<file path="src/sv/rre_pkg.sv">
// ----------------------------------------------------------------------------
// rre_pkg
// shared types, codes and character constants of the reply encoder
// ----------------------------------------------------------------------------
package rre_pkg;

    localparam int NUM_W       = 64;
    localparam int BIT_CNT_W   = $clog2(NUM_W);
    localparam int NUM_DIGITS  = 20;
    localparam int DIG_CNT_W   = $clog2(NUM_DIGITS + 1);
    localparam int TEXT_LEN    = 5;
    localparam int TEXT_IDX_W  = $clog2(TEXT_LEN);

    localparam logic [2:0] KIND_INTEGER = 3'd0;
    localparam logic [2:0] KIND_ARRAY   = 3'd1;
    localparam logic [2:0] KIND_BULK    = 3'd2;
    localparam logic [2:0] KIND_SIMPLE  = 3'd3;
    localparam logic [2:0] KIND_ERROR   = 3'd4;
    localparam logic [2:0] KIND_PAYLOAD = 3'd5;
    localparam logic [2:0] KIND_NULL    = 3'd6;
    localparam logic [2:0] KIND_OK      = 3'd7;

    localparam logic [7:0] CH_ZERO  = 8'h30;
    localparam logic [7:0] CH_MINUS = 8'h2D;
    localparam logic [7:0] CH_PLUS  = 8'h2B;
    localparam logic [7:0] CH_COLON = 8'h3A;
    localparam logic [7:0] CH_STAR  = 8'h2A;
    localparam logic [7:0] CH_DOLL  = 8'h24;
    localparam logic [7:0] CH_ONE   = 8'h31;
    localparam logic [7:0] CH_O     = 8'h4F;
    localparam logic [7:0] CH_K     = 8'h4B;
    localparam logic [7:0] CH_CR    = 8'h0D;
    localparam logic [7:0] CH_LF    = 8'h0A;

    typedef struct packed {
        logic [2:0]        kind;
        logic signed [NUM_W-1:0] number;
        logic [7:0]        data_byte;
        logic              has_byte;
        logic              last_byte;
    } cmd_t;

    typedef struct packed {
        logic [7:0] out_byte;
        logic       last_of_run;
    } txd_t;

    typedef struct packed {
        logic clear;
        logic dabble;
        logic move;
    } cell_ctrl_t;

    typedef enum logic [3:0] {
        ST_IDLE,
        ST_CONV,
        ST_MARK,
        ST_SIGN,
        ST_SKIP,
        ST_DIGIT,
        ST_CR,
        ST_LF,
        ST_TEXT,
        ST_PREFIX,
        ST_DATA
    } st_t;

    // fixed replies: null bulk and ok
    function automatic logic [7:0] text_char(input logic is_ok,
                                             input logic [TEXT_IDX_W-1:0] idx);
        logic [7:0] c;
        case (idx)
            3'd0:    c = is_ok ? CH_PLUS : CH_DOLL;
            3'd1:    c = is_ok ? CH_O    : CH_MINUS;
            3'd2:    c = is_ok ? CH_K    : CH_ONE;
            3'd3:    c = CH_CR;
            default: c = CH_LF;
        endcase
        return c;
    endfunction

endpackage

</file>
<file path="src/sv/rre_bcd_cell.sv">
// ----------------------------------------------------------------------------
// rre_bcd_cell
// one decimal digit of the shift-and-add-3 converter
// ----------------------------------------------------------------------------
module rre_bcd_cell (
    input  logic                clk,
    input  logic                rst_n,
    input  rre_pkg::cell_ctrl_t ctrl,
    input  logic                carry_in,
    input  logic [3:0]          digit_in,
    output logic                carry_out,
    output logic [3:0]          digit
);

    logic [3:0] digit_reg;
    logic [3:0] digit_next;
    logic [3:0] adj;

    assign adj       = (digit_reg >= 4'd5) ? (digit_reg + 4'd3) : digit_reg;
    assign carry_out = adj[3];
    assign digit     = digit_reg;

    always_comb
    begin
        digit_next = digit_reg;
        if (ctrl.clear)
        begin
            digit_next = 4'd0;
        end
        else if (ctrl.dabble)
        begin
            digit_next = {adj[2:0], carry_in};
        end
        else if (ctrl.move)
        begin
            digit_next = digit_in;
        end
    end

    always_ff @(posedge clk or negedge rst_n)
    begin
        if (!rst_n)
        begin
            digit_reg <= 4'd0;
        end
        else
        begin
            digit_reg <= digit_next;
        end
    end

endmodule

</file>
<file path="src/sv/rre_bcd_chain.sv">
// ----------------------------------------------------------------------------
// rre_bcd_chain
// row of digit cells: binary shifted in at the bottom, digits read at the top
// ----------------------------------------------------------------------------
module rre_bcd_chain (
    input  logic                clk,
    input  logic                rst_n,
    input  rre_pkg::cell_ctrl_t ctrl,
    input  logic                bit_in,
    output logic [3:0]          top_digit
);

    logic [rre_pkg::NUM_DIGITS:0]   carry;
    logic [3:0] dig [rre_pkg::NUM_DIGITS+1];

    assign carry[0] = bit_in;
    assign dig[0]   = 4'd0;

    for (genvar i = 0; i < rre_pkg::NUM_DIGITS; i++)
    begin : g_cell
        rre_bcd_cell u_cell (
            .clk       (clk),
            .rst_n     (rst_n),
            .ctrl      (ctrl),
            .carry_in  (carry[i]),
            .digit_in  (dig[i]),
            .carry_out (carry[i+1]),
            .digit     (dig[i+1])
        );
    end

    assign top_digit = dig[rre_pkg::NUM_DIGITS];

endmodule

</file>
<file path="src/sv/resp_reply_encoder_unit.sv">
// ----------------------------------------------------------------------------
// resp_reply_encoder_unit
// serializes key-value replies into a text protocol byte stream
// ----------------------------------------------------------------------------
// channel | valid     | stall     | payload
// cmd     | cmd_valid | cmd_stall | cmd (rre_pkg::cmd_t), one reply item
// txd     | txd_valid | txd_stall | txd (rre_pkg::txd_t), one output byte
//
// accepted from idle; strings then give at most four bytes, null and ok five; numbers run
// the digit chain, skip up to 19 leading zeros; one byte per cycle while txd is not stalled
// one item at a time; cmd_stall is high until its last byte is registered
// txd is a registered output; a stalled byte holds, the next waits behind it
// rst_n is asynchronous, active low; no string is open after reset
// ----------------------------------------------------------------------------
module resp_reply_encoder_unit (
    input  logic          clk,
    input  logic          rst_n,
    input  logic          cmd_valid,
    output logic          cmd_stall,
    input  rre_pkg::cmd_t cmd,
    output logic          txd_valid,
    input  logic          txd_stall,
    output rre_pkg::txd_t txd
);

    rre_pkg::st_t state_reg;
    rre_pkg::st_t state_next;

    logic [rre_pkg::NUM_W-1:0]      mag_reg;
    logic [rre_pkg::NUM_W-1:0]      mag_next;
    logic [rre_pkg::BIT_CNT_W-1:0]  bit_cnt_reg;
    logic [rre_pkg::BIT_CNT_W-1:0]  bit_cnt_next;
    logic [rre_pkg::DIG_CNT_W-1:0]  dig_cnt_reg;
    logic [rre_pkg::DIG_CNT_W-1:0]  dig_cnt_next;
    logic [rre_pkg::TEXT_IDX_W-1:0] text_idx_reg;
    logic [rre_pkg::TEXT_IDX_W-1:0] text_idx_next;
    logic [7:0] mark_reg;
    logic [7:0] mark_next;
    logic       neg_reg;
    logic       neg_next;
    logic       is_ok_reg;
    logic       is_ok_next;
    logic [7:0] data_reg;
    logic [7:0] data_next;
    logic       has_reg;
    logic       has_next;
    logic       last_reg;
    logic       last_next;
    logic       string_open_reg;
    logic       string_open_next;
    logic       txd_valid_reg;
    logic       txd_valid_next;
    rre_pkg::txd_t txd_reg;
    rre_pkg::txd_t txd_next;

    logic       accept;
    logic       slot_free;
    logic       emit;
    logic       load;
    logic [7:0] emit_byte;
    logic       emit_last;
    logic       is_number;
    logic       is_text;
    logic       need_prefix;
    logic       do_skip;
    logic [3:0] top_digit;
    rre_pkg::cell_ctrl_t cell_ctrl;

    assign cmd_stall = (state_reg != rre_pkg::ST_IDLE);
    assign accept    = cmd_valid && !cmd_stall;
    assign slot_free = !txd_valid_reg || !txd_stall;
    assign load      = emit && slot_free;
    assign is_number = (cmd.kind == rre_pkg::KIND_INTEGER) ||
                       (cmd.kind == rre_pkg::KIND_ARRAY) ||
                       (cmd.kind == rre_pkg::KIND_BULK);
    assign is_text   = (cmd.kind == rre_pkg::KIND_NULL) ||
                       (cmd.kind == rre_pkg::KIND_OK);
    assign need_prefix = !string_open_reg && (cmd.kind != rre_pkg::KIND_PAYLOAD);
    assign do_skip   = (top_digit == 4'd0) && (dig_cnt_reg > 1);

    rre_bcd_chain u_chain (
        .clk       (clk),
        .rst_n     (rst_n),
        .ctrl      (cell_ctrl),
        .bit_in    (mag_reg[rre_pkg::NUM_W-1]),
        .top_digit (top_digit)
    );

    // next state
    always_comb
    begin
        state_next = state_reg;
        case (state_reg)
            rre_pkg::ST_IDLE:
            begin
                if (accept)
                begin
                    if (is_number)
                    begin
                        state_next = rre_pkg::ST_CONV;
                    end
                    else if (is_text)
                    begin
                        state_next = rre_pkg::ST_TEXT;
                    end
                    else if (need_prefix)
                    begin
                        state_next = rre_pkg::ST_PREFIX;
                    end
                    else if (cmd.has_byte)
                    begin
                        state_next = rre_pkg::ST_DATA;
                    end
                    else if (cmd.last_byte)
                    begin
                        state_next = rre_pkg::ST_CR;
                    end
                end
            end
            rre_pkg::ST_CONV:
            begin
                if (bit_cnt_reg == rre_pkg::BIT_CNT_W'(rre_pkg::NUM_W - 1))
                begin
                    state_next = rre_pkg::ST_MARK;
                end
            end
            rre_pkg::ST_MARK:
            begin
                if (slot_free)
                begin
                    state_next = neg_reg ? rre_pkg::ST_SIGN : rre_pkg::ST_SKIP;
                end
            end
            rre_pkg::ST_SIGN:
            begin
                if (slot_free)
                begin
                    state_next = rre_pkg::ST_SKIP;
                end
            end
            rre_pkg::ST_SKIP:
            begin
                if (!do_skip)
                begin
                    state_next = rre_pkg::ST_DIGIT;
                end
            end
            rre_pkg::ST_DIGIT:
            begin
                if (slot_free && (dig_cnt_reg == rre_pkg::DIG_CNT_W'(1)))
                begin
                    state_next = rre_pkg::ST_CR;
                end
            end
            rre_pkg::ST_CR:
            begin
                if (slot_free)
                begin
                    state_next = rre_pkg::ST_LF;
                end
            end
            rre_pkg::ST_LF:
            begin
                if (slot_free)
                begin
                    state_next = rre_pkg::ST_IDLE;
                end
            end
            rre_pkg::ST_TEXT:
            begin
                if (slot_free &&
                    (text_idx_reg == rre_pkg::TEXT_IDX_W'(rre_pkg::TEXT_LEN - 1)))
                begin
                    state_next = rre_pkg::ST_IDLE;
                end
            end
            rre_pkg::ST_PREFIX:
            begin
                if (slot_free)
                begin
                    if (has_reg)
                    begin
                        state_next = rre_pkg::ST_DATA;
                    end
                    else if (last_reg)
                    begin
                        state_next = rre_pkg::ST_CR;
                    end
                    else
                    begin
                        state_next = rre_pkg::ST_IDLE;
                    end
                end
            end
            rre_pkg::ST_DATA:
            begin
                if (slot_free)
                begin
                    state_next = last_reg ? rre_pkg::ST_CR : rre_pkg::ST_IDLE;
                end
            end
            default:
            begin
                state_next = rre_pkg::ST_IDLE;
            end
        endcase
    end

    // outputs of the sequencer
    always_comb
    begin
        emit      = 1'b0;
        emit_byte = rre_pkg::CH_CR;
        emit_last = 1'b0;
        cell_ctrl = '0;
        case (state_reg)
            rre_pkg::ST_IDLE:
            begin
                cell_ctrl.clear = accept && is_number;
            end
            rre_pkg::ST_CONV:
            begin
                cell_ctrl.dabble = 1'b1;
            end
            rre_pkg::ST_MARK:
            begin
                emit      = 1'b1;
                emit_byte = mark_reg;
            end
            rre_pkg::ST_SIGN:
            begin
                emit      = 1'b1;
                emit_byte = rre_pkg::CH_MINUS;
            end
            rre_pkg::ST_SKIP:
            begin
                cell_ctrl.move = do_skip;
            end
            rre_pkg::ST_DIGIT:
            begin
                emit           = 1'b1;
                emit_byte      = rre_pkg::CH_ZERO + {4'd0, top_digit};
                cell_ctrl.move = slot_free;
            end
            rre_pkg::ST_CR:
            begin
                emit      = 1'b1;
                emit_byte = rre_pkg::CH_CR;
            end
            rre_pkg::ST_LF:
            begin
                emit      = 1'b1;
                emit_byte = rre_pkg::CH_LF;
                emit_last = 1'b1;
            end
            rre_pkg::ST_TEXT:
            begin
                emit      = 1'b1;
                emit_byte = rre_pkg::text_char(is_ok_reg, text_idx_reg);
                emit_last = (text_idx_reg ==
                             rre_pkg::TEXT_IDX_W'(rre_pkg::TEXT_LEN - 1));
            end
            rre_pkg::ST_PREFIX:
            begin
                emit      = 1'b1;
                emit_byte = mark_reg;
                emit_last = !has_reg && !last_reg;
            end
            rre_pkg::ST_DATA:
            begin
                emit      = 1'b1;
                emit_byte = data_reg;
                emit_last = !last_reg;
            end
            default:
            begin
                emit = 1'b0;
            end
        endcase
    end

    // datapath
    always_comb
    begin
        mag_next         = mag_reg;
        bit_cnt_next     = bit_cnt_reg;
        dig_cnt_next     = dig_cnt_reg;
        text_idx_next    = text_idx_reg;
        mark_next        = mark_reg;
        neg_next         = neg_reg;
        is_ok_next       = is_ok_reg;
        data_next        = data_reg;
        has_next         = has_reg;
        last_next        = last_reg;
        string_open_next = string_open_reg;

        if (accept)
        begin
            neg_next      = cmd.number[rre_pkg::NUM_W-1];
            mag_next      = cmd.number[rre_pkg::NUM_W-1] ? (~cmd.number + 1'b1)
                                                          : cmd.number;
            bit_cnt_next  = '0;
            dig_cnt_next  = rre_pkg::DIG_CNT_W'(rre_pkg::NUM_DIGITS);
            text_idx_next = '0;
            is_ok_next    = (cmd.kind == rre_pkg::KIND_OK);
            data_next     = cmd.data_byte;
            has_next      = cmd.has_byte;
            last_next     = cmd.last_byte;
            case (cmd.kind)
                rre_pkg::KIND_INTEGER: mark_next = rre_pkg::CH_COLON;
                rre_pkg::KIND_ARRAY:   mark_next = rre_pkg::CH_STAR;
                rre_pkg::KIND_BULK:    mark_next = rre_pkg::CH_DOLL;
                rre_pkg::KIND_SIMPLE:  mark_next = rre_pkg::CH_PLUS;
                default:               mark_next = rre_pkg::CH_MINUS;
            endcase
            if (is_number || is_text)
            begin
                string_open_next = 1'b0;
            end
            else
            begin
                string_open_next = !cmd.last_byte;
            end
        end

        if (state_reg == rre_pkg::ST_CONV)
        begin
            mag_next     = {mag_reg[rre_pkg::NUM_W-2:0], 1'b0};
            bit_cnt_next = bit_cnt_reg + 1'b1;
        end

        if (cell_ctrl.move)
        begin
            dig_cnt_next = dig_cnt_reg - 1'b1;
        end

        if ((state_reg == rre_pkg::ST_TEXT) && slot_free)
        begin
            text_idx_next = text_idx_reg + 1'b1;
        end
    end

    // output register
    always_comb
    begin
        txd_valid_next = txd_valid_reg && txd_stall;
        txd_next       = txd_reg;
        if (load)
        begin
            txd_valid_next       = 1'b1;
            txd_next.out_byte    = emit_byte;
            txd_next.last_of_run = emit_last;
        end
    end

    always_ff @(posedge clk or negedge rst_n)
    begin
        if (!rst_n)
        begin
            state_reg       <= rre_pkg::ST_IDLE;
            string_open_reg <= 1'b0;
            txd_valid_reg   <= 1'b0;
            bit_cnt_reg     <= '0;
            dig_cnt_reg     <= '0;
            text_idx_reg    <= '0;
        end
        else
        begin
            state_reg       <= state_next;
            string_open_reg <= string_open_next;
            txd_valid_reg   <= txd_valid_next;
            bit_cnt_reg     <= bit_cnt_next;
            dig_cnt_reg     <= dig_cnt_next;
            text_idx_reg    <= text_idx_next;
        end
    end

    always_ff @(posedge clk)
    begin
        mag_reg   <= mag_next;
        mark_reg  <= mark_next;
        neg_reg   <= neg_next;
        is_ok_reg <= is_ok_next;
        data_reg  <= data_next;
        has_reg   <= has_next;
        last_reg  <= last_next;
        txd_reg   <= txd_next;
    end

    assign txd_valid = txd_valid_reg;
    assign txd       = txd_reg;

    a_digit_decimal: assert property (@(posedge clk) disable iff (!rst_n)
        (state_reg == rre_pkg::ST_DIGIT) |-> (top_digit <= 4'd9))
        else $error("digit chain holds a non-decimal digit");

    a_digit_count: assert property (@(posedge clk) disable iff (!rst_n)
        (state_reg == rre_pkg::ST_DIGIT || state_reg == rre_pkg::ST_SKIP)
        |-> (dig_cnt_reg != '0))
        else $error("digit count ran out while emitting digits");

    a_lf_ends_item: assert property (@(posedge clk) disable iff (!rst_n)
        (load && state_reg == rre_pkg::ST_LF) |=> (state_reg == rre_pkg::ST_IDLE))
        else $error("line feed transfer did not end the item");

    a_conv_closed: assert property (@(posedge clk) disable iff (!rst_n)
        (state_reg == rre_pkg::ST_CONV) |-> !string_open_reg)
        else $error("string left open during number conversion");

endmodule

</file>
<file path="config.mk">
export PLATFORM = sky130hd
export DESIGN_NAME = resp_reply_encoder_unit
export DESIGN_NICKNAME = d
export VERILOG_FILES = /design/src/sv/rre_pkg.sv /design/src/sv/rre_bcd_cell.sv /design/src/sv/rre_bcd_chain.sv /design/src/sv/resp_reply_encoder_unit.sv
export SDC_FILE = /design/constraint.sdc
export NUM_CORES = 1
export LEC_CHECK = 0
export ABC_AREA = 1
export BUFFER_PORTS_ARGS = -buffer_cell sky130_fd_sc_hd__clkbuf_2
export CORE_UTILIZATION = 56
export CTS_CLUSTER_DIAMETER = 100
export DETAILED_ROUTE_END_ITERATION = 8
export GPL_ROUTABILITY_DRIVEN = 0
export PLACE_DENSITY_LB_ADDON = 0.12
export SLEW_MARGIN = 20
export SYNTH_ARGS = -nofsm -noshare
export SYNTH_HDL_FRONTEND = slang
export SYNTH_SLANG_ARGS = --single-unit
</file>
<file path="constraint.sdc">
create_clock -name clk -period 2.86 [get_ports clk]
set_input_delay 0.286 -clock clk [delete_from_list [all_inputs] [get_ports clk]]
set_output_delay 0.286 -clock clk [all_outputs]
set_load 0.005 [all_outputs]
</file>
After elaboration in Yosys (flattened, before gate mapping) --
Cells that the tools add are included.
Storage, ports and cells: register bits after elaboration 193, bits of input ports 81, logic and storage cells 273
Cells by class: add/subtract/negate cells 25, order comparisons 21, equality and inequality tests 34, multiplexer cells 122, bitwise gates (word level) 1, reduce and logical (&&, ||, !) cells 34
Operators by type and width (number):
- 4-bit two-way mux | 97
- 64-bit two-way mux | 3
- 4-bit by 3-bit >= comparator with 1-bit output (second input constant) | 20
- 4-bit by 2-bit adder with 4-bit output (second input constant) | 19
- 64-bit by 1-bit adder with 64-bit output (second input constant) | 1
- 64-bit inverter | 1
- 8-bit one-hot mux with 6 select lines | 1
- 4-bit one-hot mux with 11 select lines | 1
- 7-bit one-hot mux with 4 select lines | 1
- 2-bit inequality test (second input constant) | 11
- 5-bit one-hot mux with 4 select lines | 1
- 4-bit by 3-bit == test with 1-bit output (second input constant) | 4
- 3-bit two-way mux | 5
- 7-bit two-way mux | 2
- 3-bit by 2-bit == test with 1-bit output (second input constant) | 4
- 4-bit == test (second input constant) | 3
- 6-bit two-way mux | 2
- 12-bit AND reduction | 1
- 1-bit logical AND | 10
- 5-bit two-way mux | 2
- 3-bit == test (second input constant) | 3
- 4-bit by 2-bit == test with 1-bit output (second input constant) | 2
- 4-bit zero test | 2
- 8-bit OR reduction | 1
- 22 further kinds | 40

Depth between registers and ports, before layout --
word-level depth 7, mapped depth 12, depth with buffers taken out 12

Hierarchy --
Synthesis repeated with hierarchy kept, for this count alone.
Unflattened totals: cells, all modules 2022, area, all modules 13982.2 um2
By module, submodules not included:
- resp_reply_encoder_unit | times used 1, cells each 1001, area each 7272.0 um2, sequential area each 3193.1 um2
- rre_bcd_cell | times used 20, cells each 51, area each 335.3 um2, sequential area each 100.1 um2
- rre_bcd_chain | times used 1, cells each 1, area each 3.8 um2, sequential area each 0.0 um2

Worst setup path after synthesis --
No wires, ideal clock.
path type register -> register, start reg state_reg[1], end reg mag_reg[10] (netlist name) (enable), library setup time 0.425 ns, data arrival time 2.526 ns, data required time 2.435 ns, slack -0.091 ns, cell stages (with the launch flop) 8, buffers on the path 2, cell sequence dfrtp_1 buf_2 inv_2 nand2_2 nor2_4 nand2_4 clkbuf_1 nand2_1
On the way: longest elaborated chain between the ends 4, elaborated cells on any way between the ends 5
RTL lines:
- from (decl) | line resp_reply_encoder_unit.sv:26 | rre_pkg::st_t state_reg;
- from (signal assigned) | line resp_reply_encoder_unit.sv:360 | state_reg <= rre_pkg::ST_IDLE;
- from (signal assigned) | line resp_reply_encoder_unit.sv:369 | state_reg <= state_next;
- 4-bit nonzero test | line resp_reply_encoder_unit.sv:69 | assign cmd_stall = (state_reg != rre_pkg::ST_IDLE);
- 1-bit zero test | line resp_reply_encoder_unit.sv:70 | assign accept = cmd_valid && !cmd_stall;
- 1-bit logical AND | line resp_reply_encoder_unit.sv:70
- 2-bit nonzero test (no source line) *
- to (signal assigned) | line resp_reply_encoder_unit.sv:380 | mag_reg <= mag_next;
- to (decl) | line resp_reply_encoder_unit.sv:29 | logic [rre_pkg::NUM_W-1:0] mag_reg;
Mark *: on every way between the ends. The rest lies on a longest branch, timed or not. A chain may end at the register's enable or synchronous reset.

Final worst setup path --
start reg state_reg[1], end reg mag_reg[38] (netlist name) (data pin)
On the way: longest elaborated chain between the ends 2
RTL lines:
- 4-bit by 1-bit == test with 1-bit output | line resp_reply_encoder_unit.sv:326 | if (state_reg == rre_pkg::ST_CONV)
- 64-bit two-way mux | line resp_reply_encoder_unit.sv:326
- net mag_next (one bit) | line resp_reply_encoder_unit.sv:30 | logic [rre_pkg::NUM_W-1:0] mag_next;
The timed path passes the listed nets, and every way through them passes these cells.

==> flow_summary.json <==
{
  "avgSynthCellArea_um2": 7.30,
  "finalHoldViolations": 0,
  "placed_area_mm2": 0.0137,
  "syn_nets": 1913,
  "clkPwrFrac_pct": 17.2,
  "antenna_left": 0,
  "p_seq_share_pct": 35.9,
  "p_int_mw": 7.31,
  "ys_ff_latch": 190,
  "clk_pin_slew_worst_paths_ns": 0.07,
  "cts_tree": "built",
  "start_kind": "flip-flop",
  "power_mw": 13.3,
  "status": "finished clean",
  "drc_errors": 0,
  "netlist-cell-type-count": 45,
  "start_util_pct": 57.2,
  "wl_mm": 32.2,
  "via_per_inst": 5.64,
  "slew_headroom_pct": 57.9,
  "rows": 55,
  "grt_antenna_before_repair": 0,
  "io_buffers": 91,
  "largest_reg_flops": 80,
  "critPathArrivalTime_ns": 2.59,
  "fin_nets": 1984,
  "grtUsageTotal_pct": 28.2,
  "design.die.area_mm2": 0.0238,
  "worst_pin_slew_ns": 0.631,
  "final_area_mm2": 0.0142,
  "antenna_cells": 0,
  "avgRoutedWirePerCell_um": 15.0,
  "max_freq_mhz": 432,
  "vdd_drop_max_mv": 0.720,
  "p_leak_nw": 6.14,
  "dp_cells": 2117,
  "rsz0062_at_grt": "false",
  "finalCriticalPeriod_ns": 2.31,
  "ioPinCount": 92,
  "pwr-share-comb_pct": 46.9,
  "post-route-util_pct": 62.7,
  "clockRootBuffer": "clkbuf_16",
  "postCtsSetupBuffers": 0,
  "crit_required_ns": 3.13,
  "numClockSinks": 190,
  "cts_buffers": 17,
  "crit_path_end_kind": "flip-flop",
  "fin_setup_tns_ns": 0,
  "core_mm2": 0.0227,
  "h-tree-depth": 4,
  "period_share_pct": 80.9,
  "power_switching_share_pct": 45.2,
  "grt_pass1_vias": 11500,
  "power_per_cell_area_mw_per_mm2": 937,
  "crit_type": "flip-flop to flip-flop",
  "hpwlAfterDp_mm": 23.0,
  "setup_viol": 0,
  "drive_above_1_share_pct": 11.8,
  "finClkSkew_ns": 0.0118,
  "ys_seq_area_share_pct": 40.0,
  "cts-resized-gates": 0,
  "die_x_um": 154,
  "postSynthCellCount": 1782,
  "yosys_warnings": 0,
  "vias": 12100,
  "cp_max_fo": 24,
  "overflow": 0,
  "drv_slew": 0,
  "clk_latency_ns": 0.44,
  "die_h_um": 154,
  "p_sw_mw": 6.04,
  "syn_to_final_growth_pct": 9.52,
  "grt_max_degree": 96,
  "grt_pass1_wl_mm": 54.4,
  "stdcell_count": 2151,
  "cts_buffer_depth": 2,
  "drtPass1Iterations": 6,
  "maxCapViolations": 0,
  "synth_area_mm2": 0.0130,
  "hp-class": "input pin to flip-flop",
  "drtIter0Drc": 918,
  "hold_buffers": 1
}
==> synthesized netlist by cell type, drive strengths merged <==
master	n	share of area (%)
a21oi	71	2.7
a221oi	2	0.13
a22oi	18	1.0
a31oi	3	0.14
a32o	2	0.15
and2	2	0.096
buf	32	1.7
clkbuf	26	0.75
clkinv	1	0.029
dfrtp	100	19
dfxtp	1	0.15
edfxtp	89	21
ha	50	4.8
inv	196	5.7
nand2	494	14
nand3	152	7.0
nand3b	1	0.058
nand4	23	1.1
nor2	192	5.9
nor3	12	0.46
nor3b	2	0.12
nor4	2	0.096
o2111ai	2	0.13
o211ai	10	0.58
o21ai	275	12
o221ai	2	0.13
o22ai	11	0.53
o31ai	1	0.058
or2	1	0.048
xnor2	2	0.13
xor2	7	0.47
==> layout make-up <==
class	instances	area, µm²
inverters	197	742
flip-flops and latches	190	5190
fillers	2069	8470
clock buffers	18	429
multi-input cells	1337	6750
well taps	285	357
clock inverters	14	124
repair buffers	110	643
==> worst paths after layout <==
check                                                      to  depth (start not counted)           start  slack, ns
min reg2reg                                    bit_cnt_reg[5]                          1  bit_cnt_reg[5]       0.48
max in group asynchronous  u_chain.g_cell[11].u_cell.digit[0]                          3           rst_n       1.74
min                                               data_reg[3]                          1          cmd[5]       0.02
max                                               mag_reg[38]                          8    state_reg[1]       0.55
max reg2reg                                       mag_reg[38]                          8    state_reg[1]       0.55
min in group asynchronous                     text_idx_reg[0]                          2           rst_n       0.39
==> layer usage <==
layer  wire length (µm)  vias to the layer above  GRT usage, %
li1                   -                     6085             -
met1              14400                     5597          38.0
met2              15300                      405          46.6
met3               1960                       48          4.51
met4                650                        0          8.91
met5                  0                        -             0
==> through the flow <==
stage          hold WS [ns]  setup slack, ns
2_1_floorplan      -0.00959            0.517
3_3_place_gp          0.348            0.663
3_5_place_dp          0.336            0.548
4_1_cts             0.00636            0.563
5_1_grt             0.00266            0.380
6_report             0.0209            0.545
==> logic make-up after synthesis <==
family                     after synthesis  share of synthesized area [%]
and+or+nand+nor                        881                           29.3
AOI/OAI and AO/OA                      397                           17.2
buffers and inverters                  255                           8.15
DFF                                    190                           40.0
adders and majority gates               50                           4.81
xor gates and xnor gates                 9                          0.606
==> cell usage in the layout (no fill, tap or decap), drive strengths merged <==
master,count
buf,18
a31oi,3
nor3b,2
o31ai,1
dlygate4sd3,2
and2,2
nand3,152
nor2,192
clkinvlp,2
nor3,12
xnor2,2
o22ai,11
ha,50
edfxtp,89
o21ai,275
inv,204
dfxtp,1
nand2,494
o211ai,10
a32o,2
dfrtp,100
nand3b,1
xor2,7
a22oi,18
clkinv,5
nand4,23
o221ai,2
nor4,2
o2111ai,2
a221oi,2
or2,1
clkbuf,108
a21oi,71
==> power by group through the flow <==
stage	logic [mW]	registers, mW	clock network, mW
final	6.26	4.79	2.29
after global routing	7.16	4.91	2.43
after CTS	6.27	4.79	2.33
after detailed placement	6.22	4.83	0
after global placement	6.05	4.80	0
after floorplan	4.99	4.66	0
==> worst max-delay path: stages, from the launching register on <==
cell and delay (ns):
dfrtp_1 0.49, inv_2 0.12, nand2_2 0.11, nor2_4 0.18, nand2_4 0.22, inv_2 0.45, buf_4 0.33, nand2_1 0.08
o21ai_0 0.16
(Power assumes the default switching activity.)
